File: config.mk
export PLATFORM = sky130hd
export DESIGN_NAME = mps_fifo
export DESIGN_NICKNAME = d
export VERILOG_FILES = /design/src/rtl/mps_fifo.sv
export SDC_FILE = /design/constraint.sdc
export NUM_CORES = 1
export LEC_CHECK = 0
export BUFFER_PORTS_ARGS = -buffer_cell sky130_fd_sc_hd__buf_2
export CAP_MARGIN = 15
export CORE_ASPECT_RATIO = 2
export CORE_MARGIN = 5
export CORE_UTILIZATION = 40
export CTS_BUF_LIST = sky130_fd_sc_hd__clkbuf_8
export DETAILED_ROUTE_END_ITERATION = 10
export PLACE_DENSITY = 0.67
export SETUP_SLACK_MARGIN = 0.2
export SLEW_MARGIN = 25
export SYNTH_ARGS = -nofsm -noshare
export SYNTH_HDL_FRONTEND = slang
export SYNTH_SLANG_ARGS = --single-unit
File: constraint.sdc
create_clock -name clock -period 2.87 [get_ports clock]
set_clock_uncertainty 0.15 [all_clocks]
set_input_delay 0.574 -clock clock [delete_from_list [all_inputs] [get_ports clock]]
set_output_delay 0.574 -clock clock [all_outputs]
set_load 0.01 [all_outputs]
File: src/rtl/mps_fifo.sv
`timescale 1ns / 1ps

// Two-entry queue between the coordinate front and the iteration back
module mps_fifo #(
   parameter int W = 68
) (
   input  logic         clock,
   input  logic         reset,
   input  logic         push,
   input  logic [W-1:0] push_data,
   output logic         full,
   input  logic         pop,
   output logic [W-1:0] pop_data,
   output logic         empty
);

   logic [W-1:0] mem_ff [2];
   logic         wr_ptr_ff, wr_ptr_in;
   logic         rd_ptr_ff, rd_ptr_in;
   logic [1:0]   cnt_ff, cnt_in;
   logic         do_push, do_pop;

   assign full     = (cnt_ff == 2'd2);
   assign empty    = (cnt_ff == 2'd0);
   assign do_push  = push && !full;
   assign do_pop   = pop && !empty;
   assign pop_data = mem_ff[rd_ptr_ff];

   // pointer and fill count
   always_comb begin
      wr_ptr_in = do_push ? ~wr_ptr_ff : wr_ptr_ff;
      rd_ptr_in = do_pop ? ~rd_ptr_ff : rd_ptr_ff;
      cnt_in    = cnt_ff + 2'(do_push) - 2'(do_pop);
   end

   always_ff @(posedge clock) begin
      if (reset) begin
         wr_ptr_ff <= 1'b0;
         rd_ptr_ff <= 1'b0;
         cnt_ff    <= 2'd0;
      end else begin
         wr_ptr_ff <= wr_ptr_in;
         rd_ptr_ff <= rd_ptr_in;
         cnt_ff    <= cnt_in;
      end
   end

   // storage
   always_ff @(posedge clock) begin
      if (do_push) begin
         mem_ff[wr_ptr_ff] <= push_data;
      end
   end

endmodule

# Word-level counts from Yosys, hierarchy flattened
# Memories as Yosys holds them, arrays and structs flattened. A register that Yosys moved wholly into a read port is not among the register bits.
# Index checks and enable logic that the tools add are counted.
[word_totals]
register_bits = 4
romBits = 0
n_memories = 1
inputBits = 72
out_inout_bits = 70
latch_bits = 0
ram_bits = 136
[classes]
shift = 0
mux = 4
n_reduce_logical = 5
mul = 0
div = 0
bitwise = 2
order_cmp = 0
add_sub_neg = 2
eq_ne = 1
[memory_table]
columns = ["name", "words", "word_bits", "read_ports", "rd_clocked_by_memory_dff", "wr", "line", "text"]
rows = [
  ["mem_ff", 2, 68, 1, 1, 1, "17", "logic [W-1:0] mem_ff [2];"],
]
[op_table]
columns = ["operator", "count"]
rows = [
  ["1-bit 2-to-1 mux", 4],
  ["2-bit by 1-bit adder with 2-bit output", 1],
  ["2-bit equality test (second input constant)", 1],
  ["1-bit logical AND", 2],
  ["1-bit zero test", 2],
  ["2-bit zero test", 1],
  ["1-bit NOT", 2],
  ["2-bit by 1-bit subtractor with 2-bit output", 1],
]

# Longest topological paths before layout
# Gate-level depths: netlist of the first run.
[depth]
ltp_word = 5
mapped_depth = 8
mapped_depth_nobuf = 8

# Worst setup path before layout of the first run
# Ideal clock, no wire load.
[synth_path]
kind = "input -> register"
from = "in push"
to = "mem mem_ff[0][0], enable pin"
arrival_time_ns = 2.296
setup_time_ns = 0.422
cell_stages = 3
setup_slack_ns = 0.002
t_required_ns = 2.298
path_cell_list = "inv_1 or3_1 inv_1"
[synth_between]
elab_chain_cells = 3
[synth_lines]
columns = ["item", "line", "text"]
rows = [
  ["start: declaration", "9", "input logic push,"],
  ["1-bit logical AND", "25", "assign do_push = push && !full;"],
  ["1-bit 2-to-1 mux", "50", "if (do_push) begin"],
  ["1-bit 2-to-1 mux (not written as such)", "51", "mem_ff[wr_ptr_ff] <= push_data;"],
  ["end: declaration", "17", ""],
]
# No other way between the ends.

==> results of run 1 <==
[logic make-up after synthesis]
group	synth area share, %
compound gates	0.335
mux	16.1
buf+inv	1.53
flops	80.1
simple gates	1.13
fa+ha+maj	0.479
xor+xnor	0.335
[metrics by stage]
step / hold slack [ps] / util [%] / cell area, um2
floorplan: 301 / - / 5230
global placement: 326 / 47.5 / 6140
detailed placement: 336 / 47.5 / 6140
CTS: 146 / 50.5 / 6520
global route: 136 / 50.6 / 6540
finish: 187 / 50.6 / 6540
[worst max-delay path, cell delays in order, from the launching register on]
cell and delay, ps:
dfxtp_4 500, buf_12 230, mux2_2 370, buf_2 140
[power by group]
part / total [mW] / internal, mW / leakage (nW) / switching [mW]
Combinational: 1.58 / 0.788 / 0.991 / 0.794
Sequential: 2.73 / 2.62 / 1.31 / 0.112
Clock: 1.50 / 0.769 / 0.189 / 0.730
Total: 5.82 / 4.18 / 2.49 / 1.64
[cells in the mapped netlist, drive strengths merged (2+ instances only)]
library cell | count | area (um2)
inv | 4 | 15.0
buf | 8 | 65.1
mux2 | 68 | 841
nor2 | 4 | 15.0
dfxtp | 5 | 100
ha | 2 | 25.0
edfxtp | 136 | 4080
[per-layer routing]
layer  wire length (um)  share of wire [%]
met1               3300                 33
met2               5720                 58
met3                577                5.8
met4                292                2.9
met5                 20               0.20
[timing repair]
item | 4_1_cts | 5_1_grt
hold buffers | 0 | 0
resized for setup | 0 | 0
buffers inserted | 0 | 1
endpoints found under the setup margin | 0 | 5
[layout make-up]
type	count	share of cell area, %
Inverter	4	0.287
Timing Repair Buffer	147	12.2
Tap cell	152	2.91
Clock inverter	15	2.24
Multi-Input combinational cell	86	14.7
Antenna cell	1	0.0383
Clock buffer	17	3.58
Sequential cell	141	64.0
[path summary, 6_finish.rpt]
| check | slack, ps | startpoint | end |
|---|---|---|---|
| setup / recovery | 470 | flip-flop | pop_data[37] |
| hold / removal | 190 | push_data[13] | mem_ff[0][13] |
| setup reg to reg | 960 | cnt_ff[0] | mem_ff[0][54] |
| hold reg to reg | 340 | wr_ptr_ff | wr_ptr_ff |
[sequential cells by signal, indices dropped and copies added, names as in the netlist, named ones only]
register and flops:
cnt_ff 2, mem_ff 136, rd_ptr_ff 1, wr_ptr_ff 1
==> flow_summary_export.csv, run 1 <==
group,metric,value,unit
outcome,status,"complete, no violations",
sta,slew_violations,0,
sta,rsz0062_at_grt,"false",
yosys,synth_edf_count,136,
detailed_routing,wl_per_cell,17.6,um
worst_setup_path,worstRegToRegCells,5,
final_layout,fin_cells,563,
placed_design,post-dp-hpwl,6670,um
global_routing,grt_util_met3,4.90,%
global_routing,grt-ovfl-total,0,
power_and_ir_drop,cellLeakagePower,2.49,nW
placed_design,post-place-ws,743,ps
worst_setup_path,path_class,"reg -> out",
floorplan,num_rows,59,
final_layout,filler_cell_count,1092,
detailed_routing,first_pass_iters,4,
final_layout,regArea,0.00419,mm2
final_layout,final_common_cell,"buf_2",
final_layout,multiInputGateArea,963,um2
sta,tightest_slew,393,ps
sta,fin_crit,2400,ps
power_and_ir_drop,ir_drop,0.587,mV
yosys,synth_cell_types,22,
worst_setup_path,start_kind,"flip-flop",
yosys,syn-cell-area,0.00522,mm2
detailed_routing,drc,0,
power_and_ir_drop,power_density,889,mW/mm2
floorplan,ios,142,
sta,slew_headroom,73.8,%
placed_design,place_congestion,0.727,
global_routing,gr-usage-all-layers,13.0,%
worst_hold_path,hold_path_class,"in -> reg",
final_layout,final_cell_mix,"buf_2, edfxtp_1, mux2_2, mux2_4, clkbuf_8",
global_routing,grt_pass1_wl,15200,um
floorplan,die_h,172,um
clocking,numCtsBuffers,17,
yosys,syn_avg_cell_area,21.9,um2
detailed_routing,vias_per_cell,4.72,
yosys,async_flop_share,0,%
worst_setup_path,required,2150,ps
clocking,root_buffer,"clkbuf_8",
sta,finalSetupViolCount,0,
detailed_routing,detailedRoute.firstIterationViolations,107,
detailed_routing,routed_wl,9920,um
global_routing,grt_max_degree,69,
final_layout,final_layout_size_suffix_gt1_share,60.7,%
floorplan,dieWidth,90.8,um
yosys,synth_seq_area_share,80.1,%
yosys,synthCells,239,
clocking,clk_latency,410,ps
placed_design,dp_cells,529,
sta,final-hold-violation-count,0,
global_routing,grt_pass1_vias,3115,
global_routing,globalRouteMet2Util,24.4,%
sta,finalSetupTns,0,ps
clocking,cts_sinks,141,
yosys,syn-num-nets,313,
global_routing,met1_usage,11.5,%
final_layout,fin_nets,471,
floorplan,die_area,0.0156,mm2
clocking,cts_tree,"done",
sta,setup_ws,468,ps
clocking,htreeDepth,4,
detailed_routing,ant_nets,0,
sta,max_freq,416,MHz
clocking,clkTransAtPathRegs,80,ps
yosys,ys_ff_latch,141,
sta,min_period_over_period,83.7,%
job,drv_cap,0,
global_routing,antenna_found_initial,2,
worst_setup_path,cp_max_fo,26,
floorplan,core_area,0.0129,mm2
global_routing,grt-busiest-layer,"met2",
clocking,clockBufferDepth,2,
worst_hold_path,hold_depth,1,
floorplan,start_util,40.4,%
yosys,yosys_warnings,0,
detailed_routing,num_vias,2657,
worst_setup_path,endpoint_kind,"output port",
power_and_ir_drop,p_total,5.82,mW
worst_setup_path,critical_path_arrival,1680,ps
yosys,ys.flop_type,"edfxtp_1",
final_layout,syn_to_final_growth,25.2,%
placed_design,io_buffers,141,
(Power assumes the default switching activity.)
==> run 2, diff against run 1 <==
==> constraint.sdc (replaced) <==
create_clock -name clock -period 2.2 [get_ports clock]
set_clock_uncertainty 0.15 [all_clocks]
set_input_delay 0.44 -clock clock [delete_from_list [all_inputs] [get_ports clock]]
set_output_delay 0.44 -clock clock [all_outputs]
set_load 0.01 [all_outputs]
==> flow_summary_export.csv, run 2 (same netlist as run 1, synthesis figures left out) <==
group,metric,value,unit
outcome,status,"complete, no violations",
power_and_ir_drop,p_int,6.11,mW
final_layout,final_common_cell,"edfxtp_1",
final_layout,fin_nets,478,
sta,max_freq,467,MHz
sta,finalSetupTns,0,ps
placed_design,io_buffers,141,
floorplan,ios,142,
sta,final-hold-violation-count,0,
power_and_ir_drop,p_sw,2.24,mW
sta,finalSetupViolCount,0,
placed_design,dp_cells,530,
floorplan,die_h,172,um
global_routing,grt_pass1_vias,2981,
clocking,clk_latency,410,ps
clocking,cts_tree,"done",
final_layout,syn_to_final_growth,34.3,%
power_and_ir_drop,power_frac_comb,33.4,%
placed_design,place_congestion,0.705,
clocking,clockBufferDepth,2,
placed_design,post-dp-hpwl,6530,um
detailed_routing,ant_nets,0,
final_layout,fin_cells,568,
clocking,cts_sinks,141,
worst_setup_path,r2r_slack,380,ps
worst_setup_path,crit_path_cell_trace,"buf_12 > mux2_2 > buf_2",
sta,slew_violations,0,
detailed_routing,routed_wl,9950,um
detailed_routing,wl_per_cell,17.5,um
detailed_routing,vias_per_cell,4.80,
global_routing,grt_max_degree,69,
detailed_routing,detailedRoute.firstIterationViolations,82,
power_and_ir_drop,ir_drop,0.770,mV
global_routing,antenna_found_initial,0,
worst_setup_path,cp_max_fo,20,
floorplan,dieWidth,90.8,um
worst_setup_path,required,1610,ps
floorplan,core_area,0.0129,mm2
final_layout,top_regs,"mem_ff: 136 flops, cnt_ff: 2 flops",
worst_setup_path,start_kind,"flip-flop",
detailed_routing,drc,0,
worst_hold_path,hold_depth,1,
floorplan,num_rows,59,
sta,min_period_over_period,97.3,%
global_routing,grt-ovfl-total,0,
power_and_ir_drop,power_density,1190,mW/mm2
final_layout,antenna_cells,0,
worst_setup_path,r2r_end,"mem_ff[0][5]",
worst_setup_path,r2r_start,"cnt_ff[0]",
clocking,root_buffer,"clkbuf_8",
final_layout,final_layout_size_suffix_gt1_share,61.5,%
sta,holdWs,58.6,ps
placed_design,postPlaceCellArea,0.00618,mm2
clocking,htreeDepth,4,
sta,fin_crit,2140,ps
worst_setup_path,crit_slowest_cell,"dfxtp_4",
global_routing,gr-usage-all-layers,12.6,%
sta,slew_headroom,74.1,%
final_layout,fin_area,0.00702,mm2
worst_hold_path,worstHoldStart,"push_data[59]",
worst_hold_path,worstHoldEndpoint,"mem_ff[0][59]",
floorplan,die_area,0.0156,mm2
detailed_routing,num_vias,2726,
final_layout,largest_register,"mem_ff",
power_and_ir_drop,p_sw_share,26.8,%
sta,rsz0062_at_grt,"true",
power_and_ir_drop,power_frac_seq,42.5,%
worst_setup_path,critPathBufInv,2,
power_and_ir_drop,power.share.clock,24.1,%
clocking,clkTransAtPathRegs,80,ps
worst_setup_path,worstRegToRegCells,5,
global_routing,grt_pass1_wl,14800,um
worst_hold_path,hold_path_class,"in -> reg",
final_layout,largest_register_ffs,136,
clocking,numCtsBuffers,17,
floorplan,start_util,40.4,%
final_layout,final_cell_mix,"edfxtp_1, buf_2, buf_6, mux2_4, mux2_2",
worst_setup_path,critical_path_arrival,1550,ps
power_and_ir_drop,cellLeakagePower,2.71,nW
sta,tightest_slew,389,ps
worst_setup_path,max_stage_delay,420,ps
job,drv_cap,0,
worst_setup_path,cp_top_family,"flip-flops",
detailed_routing,first_pass_iters,4,
worst_setup_path,path_class,"reg -> out",
worst_setup_path,endpoint_kind,"output port",
run 2: cell types whose count changed in the layout (fill, tap and decap cells not counted), moves of 2 or more:
cell	delta
dfxtp_1	-2
inv_6	-3
buf_2	-39
clkinvlp_4	-2
buf_16	+2
buf_6	+40
buf_12	+4
mux2_2	-16
clkinv_4	+2
dfxtp_2	+2
mux2_4	+16
run 2: area by class of cell:
type | count | area (um2)
timing repair buffer | 154 | 1200
fill | 997 | 5900
tap | 152 | 190
multi-input combinational | 86 | 1030
inverter | 4 | 21.3
sequential | 141 | 4190
clock inverter | 14 | 155
clock buffer | 17 | 234
run 2: what timing repair did:
action	4_1_cts	5_1_grt
buffers inserted	4	0
gates resized for setup	8	51
endpoints found under the setup margin	65	68
cloned	2	1
hold buffers	0	0
run 2: power groups by stage:
stage | Sequential, mW | Combinational (mW) | Clock [mW]
floorplan | 3.57 | 1.39 | 0
global placement | 3.60 | 2.14 | 0
detailed placement | 3.62 | 2.17 | 0
CTS | 3.55 | 2.42 | 2.06
global route | 3.59 | 2.97 | 2.19
finish | 3.55 | 2.79 | 2.01
run 2: how the worst max path moves through the flow:
| stage | startpoint | end | slack, ps | depth (start not counted) |
|---|---|---|---|---|
| after floorplan | cnt_ff[0] | mem_ff[0][0] | 50 | 4 |
| after global placement | push | mem_ff[0][58] | 380 | 5 |
| after detailed placement | push | mem_ff[0][59] | 350 | 5 |
| after CTS | flip-flop | pop_data[0] | 4 | 4 |
| after global routing | flip-flop | pop_data[37] | -10 | 4 |
| final | flip-flop | pop_data[18] | 60 | 3 |
run 2: worst reg2reg max path, delay by kind of cell (launching register included):
family                 cells  cell delay [ps]
flip-flops                 1              360
AND/OR/NAND/NOR            2              520
buffers and inverters      3              440
run 2: metal layers:
metal / track usage (%) / wire, um / vias to the layer above
li1: - / - / 1264
met1: 12.0 / 3370 / 1361
met2: 24.1 / 5810 / 87
met3: 3.50 / 552 / 14
met4: 6.70 / 210 / 0
met5: 0 / 0 / -
run 2: through the flow:
step	worst slack, ps	total power, mW	utilization [%]
after floorplan	47.1	4.96	-
after global placement	377	5.74	47.9
after detailed placement	354	5.80	47.9
after CTS	3.96	8.04	52.0
after global routing	-10.1	8.75	54.3
final	59.7	8.35	54.3
