**src/rtl/mps_pkg.sv**
```systemverilog
`timescale 1ns / 1ps

package mps_pkg;

   // Fixed field widths
   localparam int COORD_BITS   = 13;
   localparam int CSR_DATA_W   = 13;
   localparam int CSR_ADDR_W   = 2;
   localparam int SHADE_W      = 8;
   localparam int COUNT_OUT_W  = 9;

   // Defaults for the top-level parameters
   localparam int MAX_ITER_DEF  = 500;
   localparam int FRAC_BITS_DEF = 28;

   // Register indexes
   localparam logic [CSR_ADDR_W-1:0] REG_IMAGE_COLS = 2'd0;
   localparam logic [CSR_ADDR_W-1:0] REG_IMAGE_ROWS = 2'd1;

   // Register reset values
   localparam logic [CSR_DATA_W-1:0] IMAGE_COLS_RST = 13'd5400;
   localparam logic [CSR_DATA_W-1:0] IMAGE_ROWS_RST = 13'd4800;

   // Scale factors (times 10) of the plane window
   localparam int SPAN_X_X10 = 27;
   localparam int SPAN_Y_X10 = 24;

   // Largest coordinate numerator: 27 * 8191 fits 18 bits
   localparam int NUMER_W = 18;
   // Largest divisor: 10 * 8191 fits 17 bits
   localparam int DENOM_W = 17;

   // 4 * 65025, right side factor of the shade test
   localparam int SHADE_RHS_K = 260100;

endpackage

```
**src/rtl/mps_front.sv**
```systemverilog
`timescale 1ns / 1ps

// Front: holds the image size, takes a pixel, maps it to c with a
// bit-serial restoring divider (column first, then row) and queues c.
module mps_front #(
   parameter int FRAC_BITS = mps_pkg::FRAC_BITS_DEF,
   parameter int ZW        = FRAC_BITS + 6
) (
   input  logic                            clock,
   input  logic                            reset,
   input  logic                            csr_we,
   input  logic [mps_pkg::CSR_ADDR_W-1:0]  csr_addr,
   input  logic [mps_pkg::CSR_DATA_W-1:0]  csr_wdata,
   input  logic                            req_push,
   input  logic [mps_pkg::COORD_BITS-1:0]  req_pixel_row,
   input  logic [mps_pkg::COORD_BITS-1:0]  req_pixel_col,
   output logic                            req_full,
   output logic                            q_push,
   output logic [2*ZW-1:0]                 q_data,
   input  logic                            q_full
);

   localparam int NW    = mps_pkg::NUMER_W + FRAC_BITS;
   localparam int DW    = mps_pkg::DENOM_W;
   localparam int CNT_W = $clog2(NW);
   localparam logic [NW-1:0] CAP       = NW'(64'd6 << FRAC_BITS);
   localparam logic [ZW-1:0] X_ORIGIN  = ZW'((64'd21 << FRAC_BITS) / 64'd10);
   localparam logic [ZW-1:0] Y_ORIGIN  = ZW'((64'd12 << FRAC_BITS) / 64'd10);

   typedef enum logic [1:0] {
      S_IDLE,
      S_DIV,
      S_PUSH
   } state_type;

   state_type                      state_ff;
   logic [mps_pkg::CSR_DATA_W-1:0] cols_ff, rows_ff;
   logic [mps_pkg::COORD_BITS-1:0] row_ff;
   logic                           phase_ff;   // 0: column, 1: row
   logic [NW-1:0]                  num_ff, quo_ff;
   logic [DW-1:0]                  rem_ff;
   logic [CNT_W-1:0]               cnt_ff;
   logic [ZW-1:0]                  cr_ff, ci_ff;

   logic [DW-1:0]                  den;
   logic [DW:0]                    r2;
   logic                           ge;
   logic [DW:0]                    r2_sub;
   logic [NW-1:0]                  q_fin, q_sat;
   logic [ZW-1:0]                  coord;
   logic [mps_pkg::CSR_DATA_W-1:0] cols_eff, rows_eff;

   assign req_full = (state_ff != S_IDLE);
   assign q_push   = (state_ff == S_PUSH);
   assign q_data   = {ci_ff, cr_ff};

   // divisor: 10 * size, a zero size counts as one
   always_comb begin
      cols_eff = (cols_ff == '0) ? mps_pkg::CSR_DATA_W'(1) : cols_ff;
      rows_eff = (rows_ff == '0) ? mps_pkg::CSR_DATA_W'(1) : rows_ff;
      den = phase_ff ? DW'(rows_eff) * DW'(10) : DW'(cols_eff) * DW'(10);
   end

   // one quotient bit per cycle
   always_comb begin
      r2     = {rem_ff, num_ff[NW-1]};
      ge     = (r2 >= {1'b0, den});
      r2_sub = r2 - {1'b0, den};
      q_fin  = {quo_ff[NW-2:0], ge};
      q_sat  = (q_fin > CAP) ? CAP : q_fin;
      coord  = ZW'(q_sat) - (phase_ff ? Y_ORIGIN : X_ORIGIN);
   end

   // configuration registers
   always_ff @(posedge clock) begin
      if (reset) begin
         cols_ff <= mps_pkg::IMAGE_COLS_RST;
         rows_ff <= mps_pkg::IMAGE_ROWS_RST;
      end else if (csr_we) begin
         unique case (csr_addr)
            mps_pkg::REG_IMAGE_COLS: cols_ff <= csr_wdata;
            mps_pkg::REG_IMAGE_ROWS: rows_ff <= csr_wdata;
            default: ;
         endcase
      end
   end

   // sequencer
   always_ff @(posedge clock) begin
      if (reset) begin
         state_ff <= S_IDLE;
         phase_ff <= 1'b0;
         cnt_ff   <= '0;
      end else begin
         unique case (state_ff)
            S_IDLE: begin
               if (req_push) begin
                  row_ff   <= req_pixel_row;
                  num_ff   <= {mps_pkg::NUMER_W'(req_pixel_col) *
                               mps_pkg::NUMER_W'(mps_pkg::SPAN_X_X10),
                               FRAC_BITS'(0)};
                  rem_ff   <= '0;
                  quo_ff   <= '0;
                  cnt_ff   <= '0;
                  phase_ff <= 1'b0;
                  state_ff <= S_DIV;
               end
            end
            S_DIV: begin
               rem_ff <= ge ? r2_sub[DW-1:0] : r2[DW-1:0];
               quo_ff <= q_fin;
               num_ff <= {num_ff[NW-2:0], 1'b0};
               cnt_ff <= cnt_ff + 1'b1;
               if (cnt_ff == CNT_W'(NW-1)) begin
                  cnt_ff <= '0;
                  rem_ff <= '0;
                  quo_ff <= '0;
                  if (!phase_ff) begin
                     cr_ff    <= coord;
                     phase_ff <= 1'b1;
                     num_ff   <= {mps_pkg::NUMER_W'(row_ff) *
                                  mps_pkg::NUMER_W'(mps_pkg::SPAN_Y_X10),
                                  FRAC_BITS'(0)};
                  end else begin
                     ci_ff    <= coord;
                     state_ff <= S_PUSH;
                  end
               end
            end
            S_PUSH: begin
               if (!q_full) begin
                  state_ff <= S_IDLE;
               end
            end
            default: state_ff <= S_IDLE;
         endcase
      end
   end

endmodule

```
**config.mk**
```make
export PLATFORM = sky130hd
export DESIGN_NAME = mps_front
export DESIGN_NICKNAME = d
export VERILOG_FILES = /design/src/rtl/mps_pkg.sv /design/src/rtl/mps_front.sv
export SDC_FILE = /design/constraint.sdc
export NUM_CORES = 1
export LEC_CHECK = 0
export ABC_AREA = 1
export BUFFER_PORTS_ARGS = -buffer_cell sky130_fd_sc_hd__buf_2
export CAP_MARGIN = 30
export CORE_MARGIN = 4
export CORE_UTILIZATION = 60
export CTS_CLUSTER_SIZE = 24
export DETAILED_ROUTE_END_ITERATION = 6
export HOLD_SLACK_MARGIN = 0.06
export PLACE_DENSITY_LB_ADDON = 0.08
export SLEW_MARGIN = 5
export SYNTH_ARGS = -nofsm -noshare
export SYNTH_HDL_FRONTEND = slang
export SYNTH_SLANG_ARGS = --single-unit
```
**constraint.sdc**
```tcl
create_clock -name clock -period 6.88 [get_ports clock]
set_clock_uncertainty 0.2 [all_clocks]
set_input_delay 0.688 -clock clock [delete_from_list [all_inputs] [get_ports clock]]
set_output_delay 0.688 -clock clock [all_outputs]
set_load 0.05 [all_outputs]
```
### Yosys cells after proc, flatten, opt, wreduce, memory -nomap -nowiden

Index checks and enable logic that the tools add are counted.

* flip-flop bits (word level): 224
* latch bits: 0
* memory bits (writable): 0
* ROM bits: 0
* input bits: 46
* output and inout port bits: 70
* word-level logic and storage cells: 72
* memories: 0

* add/subtract/negate cells: 3
* multiply operators: 4
* divide/modulo/power cells: 0
* magnitude comparators: 2
* equal/unequal tests: 8
* shift-type cells: 0
* muxes and demuxes: 27
* bitwise logic cells: 2
* reduce and logical (&&, ||, !) cells: 15

Operator list (count)
* 46-bit 2-to-1 mux: 3
* 46-bit case mux with 2 select lines: 1
* 45-bit 2-to-1 mux: 2
* 45-bit case mux with 2 select lines: 1
* 17-bit 2-to-1 mux: 4
* 46-bit by 31-bit greater-than comparator with 1-bit output (second input constant): 1
* 34-bit 2-to-1 mux: 1
* 17-bit case mux with 2 select lines: 1
* 34-bit by 30-bit subtractor with 34-bit output: 1
* 13-bit by 3-bit multiplier with 16-bit output (second input constant): 2
* 30-bit 2-to-1 mux: 1
* 13-bit logical NOT: 2
* 13-bit 2-to-1 mux: 2
* 18-bit by 17-bit >= comparator with 1-bit output: 1
* 13-bit by 5-bit multiplier with 18-bit output (second input constant): 1
* 17-bit subtractor: 1
* 13-bit by 2-bit multiplier with 15-bit output (second input constant): 1
* 6-bit 2-to-1 mux: 2
* 6-bit case mux with 2 select lines: 1
* 4-bit AND reduction: 3
* 3-bit AND reduction: 3
* 2-bit 2-to-1 mux: 4
* 2-bit != test (second input constant): 4
* 6-bit by 1-bit adder with 6-bit output (second input constant): 1
* other kinds (10): 17

### Depth between registers and ports, before layout

* depth after elaboration: 8
* gate-level depth with buffers: 46
* gate-level depth less buffers: 44

### Least setup slack after synthesis

No wires, ideal clock.

* path type: register -> register
* from: reg rows_ff[3] (netlist name)
* to: reg ci_ff[28] (data pin)
* library setup time: 256 ps
* arrival time: 5118 ps
* required time: 6424 ps
* setup slack: 1305 ps
* cell stages (with the launch flop): 43
* path buffers: 3
* period minus slack after synthesis: 5575 ps
* path through: dfxtp_1 > clkbuf_1 > ha_1 > ha_1 > inv_1 > fa_1 > nor2_1 > nor2_1 > nor2_1 > nor2_1 > o41ai_1 > nand2_1 > nand2_1 > a21o_1 > nand2_1 > nand2_1 > nand3_1 > o21ai_0 > [7 not listed] > nand2_4 > buf_2 > inv_1 > clkbuf_1 > nor2_1 > fa_1 > inv_1 > nand2_1 > nand2_1 > nand2_1 > nand2_1 > nand2_1 > nand2_1 > nand2_1 > nand2_1 > nand2_1 > nand2_1 > nand2_1

* longest elaborated chain between the ends: 8

Ends and longest elaborated chain
* start: declaration: RTL line mps_front.sv:37 `logic [mps_pkg::CSR_DATA_W-1:0] cols_ff, rows_ff;`
* start signal: assignment: RTL line mps_front.sv:78 `rows_ff <= mps_pkg::IMAGE_ROWS_RST;`
* start signal: assignment: RTL line mps_front.sv:82 `mps_pkg::REG_IMAGE_ROWS: rows_ff <= csr_wdata;`
* 13-bit logical NOT: RTL line mps_front.sv:60 `rows_eff = (rows_ff == '0) ? mps_pkg::CSR_DATA_W'(1) : rows_ff;`
* 13-bit 2-to-1 mux (*): RTL line mps_front.sv:60
* 13-bit by 3-bit multiplier with 16-bit output (*): RTL line mps_front.sv:61 `den = phase_ff ? DW'(rows_eff) * DW'(10) : DW'(cols_eff) * DW'(10);`
* 17-bit 2-to-1 mux (*): RTL line mps_front.sv:61
* 18-bit by 17-bit >= comparator with 1-bit output (*): RTL line mps_front.sv:67 `ge = (r2 >= {1'b0, den});`
* 46-bit by 31-bit greater-than comparator with 1-bit output: RTL line mps_front.sv:70 `q_sat = (q_fin > CAP) ? CAP : q_fin;`
* 34-bit 2-to-1 mux (*): RTL line mps_front.sv:70
* 34-bit by 30-bit subtractor with 34-bit output (*): RTL line mps_front.sv:71 `coord = ZW'(q_sat) - (phase_ff ? Y_ORIGIN : X_ORIGIN);`
* named net coord[28]: RTL line mps_front.sv:50 `logic [ZW-1:0] coord;`
* end signal: assignment: RTL line mps_front.sv:125 `ci_ff <= coord;`
* end: declaration: RTL line mps_front.sv:43 `logic [ZW-1:0] cr_ff, ci_ff;`

Mark *: on every way through the listed nets, which the timed path passes. The rest lies on a longest branch.
A chain may end at the register's enable or synchronous reset.

### Worst setup path in the final report

* from: reg cols_ff[3] (netlist name)
* to: reg ci_ff[30] (data pin)

* longest elaborated chain between the ends: 8

Ends and longest elaborated chain
* start: declaration: RTL line mps_front.sv:37
* start signal: assignment: RTL line mps_front.sv:77 `cols_ff <= mps_pkg::IMAGE_COLS_RST;`
* start signal: assignment: RTL line mps_front.sv:81 `mps_pkg::REG_IMAGE_COLS: cols_ff <= csr_wdata;`
* 13-bit logical NOT: RTL line mps_front.sv:59 `cols_eff = (cols_ff == '0) ? mps_pkg::CSR_DATA_W'(1) : cols_ff;`
* 13-bit 2-to-1 mux (*): RTL line mps_front.sv:59
* 13-bit by 3-bit multiplier with 16-bit output (*): RTL line mps_front.sv:61
* 17-bit 2-to-1 mux (*): RTL line mps_front.sv:61
* 18-bit by 17-bit >= comparator with 1-bit output (*): RTL line mps_front.sv:67
* 46-bit by 31-bit greater-than comparator with 1-bit output: RTL line mps_front.sv:70
* 34-bit 2-to-1 mux (*): RTL line mps_front.sv:70
* 34-bit by 30-bit subtractor with 34-bit output (*): RTL line mps_front.sv:71
* named net coord[30]: RTL line mps_front.sv:50

Marks and branches as above.

==> impl_results.md <==
- # IOs: 116
- Max frequency: 164 MHz
- Beginning of the worst hold path: req_pixel_row[10]
- Power per Cell Area: 238 nW/µm²
- Hold_buf cts: 0
- Clk sinks: 196
- Worst EP required: 6870 ps
- Tot GR Track Use: 24.7%
- CP max-delay cell: dfxtp_1
- Critical setup path kind: register to register
- WL final: 31400 µm
- Area grow syn2layout: 11.1%
- Final hold viol count: 0
- Inst Count DP: 2084
- RD Place Congestion: 0.994
- Library cells used by synthesis: 54
- Aggregate global routing overflow: 0
- Via density: 5.38
- FILL cells: 1958
- Final ANT Viol Nets: 0
- Synth Flop Type: edfxtp_1
- Post-synthesis sequential area ratio: 40.3%
- CP delay by family, top: simple AND/OR/NAND/NOR gates
- Crit path DAT: 6100 ps
- Relative slew slack: 38.3%
- Die Wd: 159 µm
- Core area: 22600 µm²
- Synth Instances: 1720
- Max clock buf depth: 2
- Number of global-route vias before repair: 11100
- Minimum clock period: 6110 ps
- Hold Crit Class: input pin to register
- Initial drt markers: 706
- Clock Latency Late Sink: 450 ps
- Design area: 15300 µm²
- Worst Hold Endpoint: row_ff[10]
- Reg2Reg Launch Point: cols_ff[3]
- Post-DR wirelength/cell: 14.8 µm
- Gr busiest metal: met2
- Most frequent CP cell: nand2_1
- Antenna diodes: 0
- Clock-pin slew on the worst setup and hold paths: 90 ps
- Post-DP Area: 14600 µm²
- Area of the multi-input gates: 6930 µm²
- Reg-to-reg critical path endpoint: ci_ff[30]
- Crit. End Element: register
- Initial antenna violation count: 0
- Least-Margin Pin Slew: 922 ps
- R2R Setup Slk: 770 ps
- DRT Pass-1 Iters: 6
- CP startpoint kind: register
- Met3 Track Usage GR: 3.73%
- Length in cells of the worst reg-to-reg path: 37
- Die Y: 159 µm
- Mapped cell area: 13700 µm²
- Final setup TNS: 0 ps
- Fin crit share: 88.9%
- Detailed-route via count: 11400
- CTS buffer count: 17
- CTS tree: done
- Net count after synthesis: 1911
- CTS root buf: clkbuf_16
- Dpl hpwl: 24300 µm
- GR Util met1: 32.0%
- Die Area: 25400 µm²
- Flops & latches, synth: 196
- Peak fanout along the critical path: 27
- First-pass GRT wire length: 52300 µm
- Met2 Use GR: 42.7%
- Share of post-route cells with drive strength above 1: 11.9%
- Warnings from Yosys: 0
- # rows: 55
- Max_cap viols: 0
- Post-synth ARST share: 0%
- DP Worst Slack: 601 ps
- Layout Nets: 2013
- WHS Path Cells: 1
- RSZ-0062 raised after global routing: no
- I/O Buffers: 115
- Final slew viol count: 0
- H-tree depth: 4
- Finished Layout Cells: 2120
- Overall Power: 3.63 mW
- Critical Path Max Stage Delay: 390 ps
- Final worst slack: 766 ps
- # DRC: 0
- Largest net degree at the start of global routing: 49
- Pleak: 7.46 nW
- Buffer and inverter count on the worst path: 6
- Final setup fails: 0
- Syn Area/Cell: 7.99 µm²
- Number of flops mapped to enable cells by yosys: 161
- Initial core utilization: 60.9%
- Run status: finished, final reports clean
- Worst vdd ir: 0.168 mV
- Register Area: 5540 µm²
==> final cells by class <==
class | instances | share of cell area (%)
clock buffers | 17 | 2.79
well taps | 285 | 2.34
flip-flops and latches | 196 | 36.3
clock inverters | 15 | 1.29
repair buffers | 130 | 4.58
multi-input cells | 1181 | 45.4
inverters | 296 | 7.31
==> worst max path at each step <==
stage,slack [ps],cells after the start,from,end
after global routing,130,39,cols_ff[3],ci_ff[30]
after CTS,540,36,rows_ff[3],cr_ff[30]
after floorplan,1310,42,rows_ff[3],ci_ff[28]
after detailed placement,600,39,rows_ff[3],cr_ff[20]
after global placement,710,39,rows_ff[3],ci_ff[20]
final,770,37,cols_ff[3],ci_ff[30]
==> Yosys cell counts, drive strengths merged (5+ instances only) <==
master	instances	area share, %
nand4	12	0.55
o211ai	7	0.38
a31oi	7	0.32
edfxtp	161	35
or2	6	0.27
nor3	18	0.80
dfxtp	35	5.1
xor2	29	1.8
o21ai	105	3.8
inv	294	8.0
nand3	77	3.0
nand2	378	11
xnor2	11	0.70
clkbuf	43	1.2
fa	24	3.5
o22ai	5	0.23
a21oi	100	3.7
o21bai	9	0.49
ha	121	11
nor2	232	6.6
nand3b	5	0.30
==> metrics by stage <==
stage / hold WS [ps] / util, %
finish: 211 / 67.6
global route: 196 / 67.6
CTS: 197 / 67.4
detailed placement: 301 / 64.7
global placement: 299 / 64.5
floorplan: 249 / -
==> timing repair <==
action	in CTS	in global routing
setup endpoints to repair	0	8
gates resized for setup	0	2
setup buffers	0	4
==> power breakdown <==
part	leakage [nW]	internal (mW)	switching, mW	total, mW
Sequential	1.79	1.45	0.0664	1.52
Clock	0.300	0.503	0.529	1.03
Combinational	5.38	0.383	0.693	1.08
Total	7.46	2.34	1.29	3.63
==> placed cells by master (no fill, tap or decap), types with 4 or more instances in the layout <==
| cell type | instances |
|---|---|
| edfxtp_1 | 161 |
| o21ai_0 | 104 |
| nor3_2 | 6 |
| nand2_2 | 7 |
| nor3_1 | 12 |
| o22ai_1 | 5 |
| a211oi_1 | 4 |
| xor2_1 | 29 |
| a21o_1 | 4 |
| buf_4 | 13 |
| or2_2 | 5 |
| buf_2 | 116 |
| clkbuf_16 | 17 |
| clkinv_8 | 5 |
| nor2_1 | 220 |
| nand3_2 | 6 |
| nand3b_1 | 4 |
| o211ai_1 | 7 |
| a21oi_1 | 98 |
| ha_1 | 121 |
| nor2_2 | 9 |
| xnor2_1 | 11 |
| a31oi_1 | 7 |
| o21bai_1 | 9 |
| inv_1 | 282 |
| inv_2 | 11 |
| nand4_1 | 12 |
| fa_1 | 24 |
| nand3_1 | 71 |
| dfxtp_1 | 35 |
| nand2_1 | 367 |
==> cell families after synthesis <==
logic type / share of synthesized area, %
buf+inv: 9.50
xor+xnor: 2.55
simple gates: 22.8
mux: 0.0729
fa+ha+maj: 14.5
compound gates: 10.3
flops: 40.3
==> state kept, by name, indices dropped and copies added, names as in the netlist <==
| signal | flops |
|---|---|
| ci_ff | 34 |
| cr_ff | 34 |
| phase_ff | 1 |
| num_ff | 18 |
| rows_ff | 13 |
| rem_ff | 17 |
| state_ff | 2 |
| cols_ff | 13 |
| cnt_ff | 6 |
| row_ff | 13 |
| quo_ff | 45 |
==> routing by layer <==
layer,vias to the layer above,share of wire [%]
li1,5805,-
met1,5193,44
met2,324,48
met3,73,4.5
met5,-,0
met4,0,3.2
Power figures use the tool's default switching activity.
